`src/sv/svpj_pkg.sv`:
```
// Shared types, constants and helpers for the servo pulse generator.
// No dependencies; every other file imports this package.
`timescale 1ns / 1ps
`default_nettype none

package svpj_pkg;

    localparam int W_FUNC = 2;
    localparam int W_JOY  = 12;
    localparam int W_ANG  = 8;
    localparam int W_PW   = 15;
    localparam int W_CNT  = 15;
    localparam int W_DZ   = 11;
    localparam int W_Q    = 16;
    localparam int W_PROD = W_ANG + W_PW;
    localparam int W_CFG  = 15;
    localparam int W_IDX  = 3;

    localparam int PERIOD_US_DEF = 20000;
    localparam int AUTO_STEP_DEF = 1;

    // Function codes of an input word
    localparam logic [W_FUNC-1:0] FUNC_TICK  = 2'd0;
    localparam logic [W_FUNC-1:0] FUNC_JOY   = 2'd1;
    localparam logic [W_FUNC-1:0] FUNC_ANGLE = 2'd2;

    // Register indexes
    localparam logic [W_IDX-1:0] CFG_MODE    = 3'd0;
    localparam logic [W_IDX-1:0] CFG_MIN_PW  = 3'd1;
    localparam logic [W_IDX-1:0] CFG_MAX_PW  = 3'd2;
    localparam logic [W_IDX-1:0] CFG_ANG_MIN = 3'd3;
    localparam logic [W_IDX-1:0] CFG_ANG_MAX = 3'd4;
    localparam logic [W_IDX-1:0] CFG_CENTER  = 3'd5;
    localparam logic [W_IDX-1:0] CFG_DZ      = 3'd6;
    localparam logic [W_IDX-1:0] CFG_PPS     = 3'd7;

    localparam logic [W_PW-1:0] PW_RESET  = 15'd500;
    localparam logic [W_PW-1:0] PW_MAX    = 15'h7FFF;
    localparam int              JOY_STEP  = 400;
    localparam int              ANG_SPAN  = 180;

    // floor(x / 180) = (x * RECIP) >> RECIP_SHIFT, exact for x below 2^31 / 52
    localparam int              RECIP_SHIFT = 31;
    localparam logic [32:0]     RECIP_NUM   = (33'd1 << RECIP_SHIFT) + 33'(ANG_SPAN - 1);
    localparam logic [23:0]     RECIP       = 24'(RECIP_NUM / 33'(ANG_SPAN));

    typedef struct packed {
        logic              mode;
        logic [W_PW-1:0]   min_pulse;
        logic [W_PW-1:0]   max_pulse;
        logic [W_ANG-1:0]  angle_min;
        logic [W_ANG-1:0]  angle_max;
        logic [W_JOY-1:0]  joy_center;
        logic [W_DZ-1:0]   dead_zone;
        logic [W_ANG-1:0]  pps;
    } t_cfg;

    // Word travelling down the width pipeline
    typedef struct packed {
        logic              tick;
        logic              pstart;
        logic              chg;
        logic [W_ANG-1:0]  ang;
        logic [W_CNT-1:0]  cnt;
    } t_ctl;

    // |dev| / 400 for a 12-bit magnitude
    function automatic logic [3:0] div_joy(input logic [W_JOY-1:0] mag);
        logic [3:0] q;
        q = '0;
        for (int k = 1; k <= 10; k++) begin
            if (mag >= W_JOY'(k * JOY_STEP)) q = q + 4'd1;
        end
        return q;
    endfunction

    // Clamp to angle_max first, then angle_min, so angle_min wins
    function automatic logic [W_ANG-1:0] clamp_angle(input logic signed [9:0] a,
                                                     input logic [W_ANG-1:0] lo,
                                                     input logic [W_ANG-1:0] hi);
        logic signed [9:0] t;
        t = a;
        if (t > $signed({2'b00, hi})) t = $signed({2'b00, hi});
        if (t < $signed({2'b00, lo})) t = $signed({2'b00, lo});
        return t[W_ANG-1:0];
    endfunction

endpackage

`default_nettype wire

```
`src/sv/svpj_scale.sv`:
```
// Angle-to-width scaling: angle * |max - min| / 180 in two multiply stages.
// Depends on svpj_pkg.
`timescale 1ns / 1ps
`default_nettype none

module svpj_scale import svpj_pkg::*; (
    input  logic            i_clk,
    input  logic            i_rst_n,
    input  logic            i_vld,
    input  t_ctl            i_ctl,
    input  t_cfg            i_cfg,
    input  logic            i_down_rdy,
    output logic            o_rdy,
    output logic            o_vld,
    output t_ctl            o_ctl,
    output logic [W_Q-1:0]  o_q
);

    localparam int W_WIDE = W_PROD + 24;

    logic               r_vld2, r_vld3;
    t_ctl               r_ctl2, r_ctl3;
    logic [W_PROD-1:0]  r_prod;
    logic [W_Q-1:0]     r_q;
    logic               s2_rdy, s3_rdy;
    logic [W_PW-1:0]    diff;
    logic [W_WIDE-1:0]  wide;

    assign s3_rdy = !r_vld3 || i_down_rdy;
    assign s2_rdy = !r_vld2 || s3_rdy;
    assign o_rdy  = s2_rdy;
    assign o_vld  = r_vld3;
    assign o_ctl  = r_ctl3;
    assign o_q    = r_q;

    assign diff = (i_cfg.max_pulse >= i_cfg.min_pulse) ? i_cfg.max_pulse - i_cfg.min_pulse
                                                       : i_cfg.min_pulse - i_cfg.max_pulse;
    // divide by 180 via reciprocal
    assign wide = {24'd0, r_prod} * {W_PROD'(0), RECIP};

    always_ff @(posedge i_clk) begin
        if (!i_rst_n) begin
            r_vld2 <= 1'b0;
            r_vld3 <= 1'b0;
        end else begin
            if (s2_rdy) r_vld2 <= i_vld;
            if (s3_rdy) r_vld3 <= r_vld2;
        end
    end

    always_ff @(posedge i_clk) begin
        if (i_vld && s2_rdy) begin
            r_ctl2 <= i_ctl;
            r_prod <= {W_PW'(0), i_ctl.ang} * {W_ANG'(0), diff};
        end
        if (r_vld2 && s3_rdy) begin
            r_ctl3 <= r_ctl2;
            r_q    <= wide[RECIP_SHIFT +: W_Q];
        end
    end

endmodule

`default_nettype wire

```
`config.mk`:
```
export PLATFORM = sky130hd
export DESIGN_NAME = svpj_scale
export DESIGN_NICKNAME = d
export VERILOG_FILES = /design/src/sv/svpj_pkg.sv /design/src/sv/svpj_scale.sv
export SDC_FILE = /design/constraint.sdc
export NUM_CORES = 1
export LEC_CHECK = 0
export ABC_AREA = 1
export ABC_CLOCK_PERIOD_IN_PS = 9300
export BUFFER_PORTS_ARGS = -buffer_cell sky130_fd_sc_hd__buf_2
export CAP_MARGIN = 5
export CORE_AREA = 2 2 242 125
export DETAILED_ROUTE_END_ITERATION = 6
export DIE_AREA = 0 0 244 127
export PLACE_DENSITY = 0.8
export REMOVE_ABC_BUFFERS = 1
export SYNTH_ARGS = -nofsm -noshare
export SYNTH_HDL_FRONTEND = slang
export SYNTH_SLANG_ARGS = --single-unit
export TNS_END_PERCENT = 10
```
`constraint.sdc`:
```
create_clock -name i_clk -period 9.3 [get_ports i_clk]
set_clock_uncertainty 0.05 [all_clocks]
set_input_delay 1.86 -clock i_clk [delete_from_list [all_inputs] [get_ports i_clk]]
set_output_delay 1.86 -clock i_clk [all_outputs]
set_load 0.01 [all_outputs]
```
# Word-level counts from Yosys, hierarchy flattened
# Index checks and enable logic that the tools add are counted.
[word_totals]
ff_bits = 93
input_bits = 108
output_inout_bits = 44
elab_cells = 26
[classes]
addsub = 2
mul = 2
magnitude_cmp = 1
n_mux = 1
n_reduce_logical = 6
[op_table]
columns = ["cell", "n"]
rows = [
  ["multiplier 23 x 24 -> 47 bit, second input constant", 1],
  ["subtractor 15 bit", 2],
  ["multiplier 8 x 15 -> 23 bit", 1],
  ["greater-or-equal comparator 15 bit", 1],
  ["two-way mux 15 bit", 1],
  ["logical AND 1 bit", 2],
  ["zero test 1 bit", 2],
  ["logical OR 1 bit", 2],
]

# Longest topological paths before layout
[depth]
ltp_word = 4
depth_mapped = 31
ltp_nobuf = 31

# Worst setup path after synthesis
# No wires, ideal clock.
[synth_path]
kind = "input to register"
start = "input port i_cfg[56] (netlist name)"
end = "register r_prod[21] (data pin)"
setup_time_ps = 253
arrival_time_ps = 6605
setup_slack_ps = 2392
stages = 28
cell_sequence = "inv_1 -> ha_1 -> nand2_2 -> inv_2 -> nand2_1 -> nand2_1 -> a21oi_1 -> nand3_4 -> inv_4 -> buf_12 -> nand2_8 -> nand2_4 -> nor2_2 -> fa_1 -> inv_1 -> fa_1 -> inv_1 -> fa_1 -> inv_1 -> fa_1 -> inv_1 -> ha_1 -> a21oi_1 -> o21ai_0 -> a21oi_1 -> nand3_1 -> nand2_1 -> nand2_1"
[synth_between]
elab_chain_len = 3
elab_cells_between_ends = 5
cone_classes = "add/sub: 2; mul: 1; order compare: 1; mux: 1"
[synth_lines]
columns = ["item", "line", "rtl"]
rows = [
  ["from (decl)", "svpj_scale.sv:11", "input t_cfg i_cfg,"],
  ["subtractor 15 bit (tied with other cells)", "svpj_scale.sv:37", ": i_cfg.min_pulse - i_cfg.max_pulse;"],
  ["two-way mux 15 bit *", "svpj_scale.sv:36", "assign diff = (i_cfg.max_pulse >= i_cfg.min_pulse) ? i_cfg.max_pulse - i_cfg.min_pulse"],
  ["multiplier 8 x 15 -> 23 bit *", "svpj_scale.sv:54", "r_prod <= {W_PW'(0), i_ctl.ang} * {W_ANG'(0), diff};"],
  ["to (signal assigned)", "svpj_scale.sv:54", ""],
  ["to (decl)", "svpj_scale.sv:23", "logic [W_PROD-1:0] r_prod;"],
]
# Mark *: on every way between the ends. The rest lies on a longest branch, timed or not.
# A chain may end at the register's enable or synchronous reset.

# Final worst setup path
[layout_path]
start = "input port i_cfg[49] (netlist name)"
end = "register r_prod[16] (data pin)"
# The elaborated chain is that of the path after synthesis.

==> impl_metrics.yaml <==
run:
  cap_viol_max_count: 0
hold_path:
  holdPathEnd: "o_ctl[3]"
  worstHoldStart: "r_ctl2[3]"
  hp-class: "flip-flop to flip-flop"
  hold-path-cell-count: 0
logic_synthesis:
  synth_cell_types: 41
  synth_top_area_cell: "fa_1"
  ys_warn_count: 0
  synth_edf_count: 91
  netlist_area_um2: 17100
  syn_area_per_cell_um2: 8.03
  synth_top_cell_area_share: 0.254
  synth_cells: 2134
  yosys-top-cells-area: "fa_1 25%, ha_1 19%, edfxtp_1 16%, inv_1 12%, nand2_1 11%"
  ys_ff_latch: 93
  ys_seq_area_frac: 0.162
  synth-main-ff-cell: "edfxtp_1"
  async_flop_share: 0
timing:
  worst_pin_slew_ps: 1010
  fin_tns_setup_ps: 0
  slew_headroom: 0.325
  period_needed_ps: 7520
  hold_viol: 0
  report.final.slew_viol_count: 0
  max_freq_ghz: 0.133
  grt_setup_unrepaired: "no"
  setup_viol_count_final: 0
  post-route-period-util: 0.808
cts:
  clockBufferDepth: 2
  cts_buffers: 9
  post_cts_buffers: 0
  hold_buffers: 0
  htreeDepth: 3
  cts_sinks: 93
  clk_pin_slew_ps: 80
  cts_tree: "built"
  clk_latency_ps: 380
  cts_resized: 0
  clockRootBuffer: "clkbuf_16"
route:
  vias_per_cell: 5.13
  via_count: 13505
  ant_nets: 0
  first_pass_iters: 5
  totalWireLength_mm: 39.8
  drt_iter0_markers: 741
  wl_per_cell_um: 15.1
  drc: 0
critical_path:
  critPathTopFamily: "adder cells"
  rr_worst_depth: 19
  slowest_stage: "fa_1"
  worstReg2RegStart: "r_prod[6]"
  critPathMostFrequentCell: "nand2_1"
  timing.rr.end: "o_q[10]"
  r2r_slack_ps: 3370
  arrival_ps: 7590
  crit_type: "input pin to flip-flop"
  cp.required_ps: 9370
  worstPathMaxFanout: 17
  end_kind: "flip-flop"
  startpoint_type: "input pin"
  cp_num_buf_inv: 8
  cp_slowest_stage_delay_ps: 540
global_routing:
  grt_max_degree: 50
  gr-total-overflow: 0
  grt.total_usage: 0.272
  antenna_found_initial: 1
  grt_pass1_wl_mm: 66.1
  grt_pass1_vias: 13754
placement:
  dp.final_hpwl_mm: 35.0
  place.gp.congestion: 1.01
  numPortBuffers: 103
die:
  rows: 44
  dieHeight_um: 127
  num_io_pins: 152
  fp.dieW_um: 244
  dieArea_um2: 31000
  initial_core_util: 0.597
  core-area_um2: 28700
cells_and_area:
  final_common_cell: "inv_1"
  fill_cells: 2510
  multi_input_area_um2: 12200
  antenna_cells: 0
  register_area_um2: 2770
  area_growth_pct: 7.30
  nNetsFinal: 2827
  most-common-layout-cells: "553 x inv_1, 482 x nand2_1, 266 x ha_1, 217 x fa_1, 182 x nor2_1"
  drive_gt1_frac: 0.0768
outcome:
  status: "finished clean"
==> layout make-up <==
type,instances,area share
Clock buffer,9,0.0122
Clock inverter,7,0.00436
Inverter,558,0.114
Multi-Input combinational cell,1470,0.663
Sequential cell,93,0.151
Tap cell,391,0.0266
Timing Repair Buffer,104,0.0284
==> cell families (layout without fill, tap and decap cells) <==
kind of cell / after synthesis / count (layout) / share of synthesized area
compound gates: 105 / 105 / 0.0333
simple gates: 854 / 854 / 0.216
buf+inv: 571 / 678 / 0.127
flops: 93 / 93 / 0.162
fa+ha+maj: 483 / 483 / 0.448
xor+xnor: 28 / 28 / 0.0143
==> flip-flops by register name, summed over array words and instances (netlist names) <==
signal / cells
o_ctl: 26
o_vld: 1
o_q: 16
r_ctl2: 26
r_vld2: 1
r_prod: 23
==> Yosys cell counts, types with 3 or more instances <==
library cell,n
inv_1,554
nand2_1,482
ha_1,266
fa_1,217
nor2_1,182
nand3_1,100
edfxtp_1,91
a21oi_1,67
nand4_1,23
xor2_1,20
o21ai_0,19
nor2_2,17
nand2_4,16
nor3_1,14
o21bai_1,9
xnor2_1,8
clkbuf_1,7
nand2_2,5
nand2_8,4
a21o_1,3
and2_1,3
buf_4,3
==> worst max-delay path by stage <==
stage | start | end | slack, ps | cells after the start
finish | i_cfg[49] | r_prod[16] | 1780 | 30
global placement | i_cfg[49] | r_prod[16] | 1470 | 30
global route | i_cfg[49] | r_prod[19] | 1380 | 30
CTS | i_cfg[49] | r_prod[16] | 1780 | 30
floorplan | i_cfg[49] | r_prod[16] | 2210 | 29
detailed placement | i_cfg[49] | r_prod[16] | 1420 | 30
==> metal layers <==
layer,up-vias,track usage,part of all wire
met5,-,0,0
met4,0,0.0933,0.040
met3,108,0.0395,0.045
met2,393,0.478,0.47
met1,6299,0.347,0.45
li1,6705,-,-
==> per-stage QoR <==
stage / setup WS (ps) / area (um2) / hold WS (ps) / cells / util
global route: 1380 / 18400 / 374 / 2632 / 0.641
CTS: 1780 / 18400 / 371 / 2632 / 0.641
global placement: 1470 / 18100 / 350 / 2616 / 0.630
detailed placement: 1420 / 18100 / 355 / 2616 / 0.630
floorplan: 2210 / 17100 / 350 / 2121 / -
finish: 1780 / 18400 / 369 / 2632 / 0.641
Power is not shown: default switching activity piles up to over one toggle a cycle in this logic, so the estimate is an artifact.
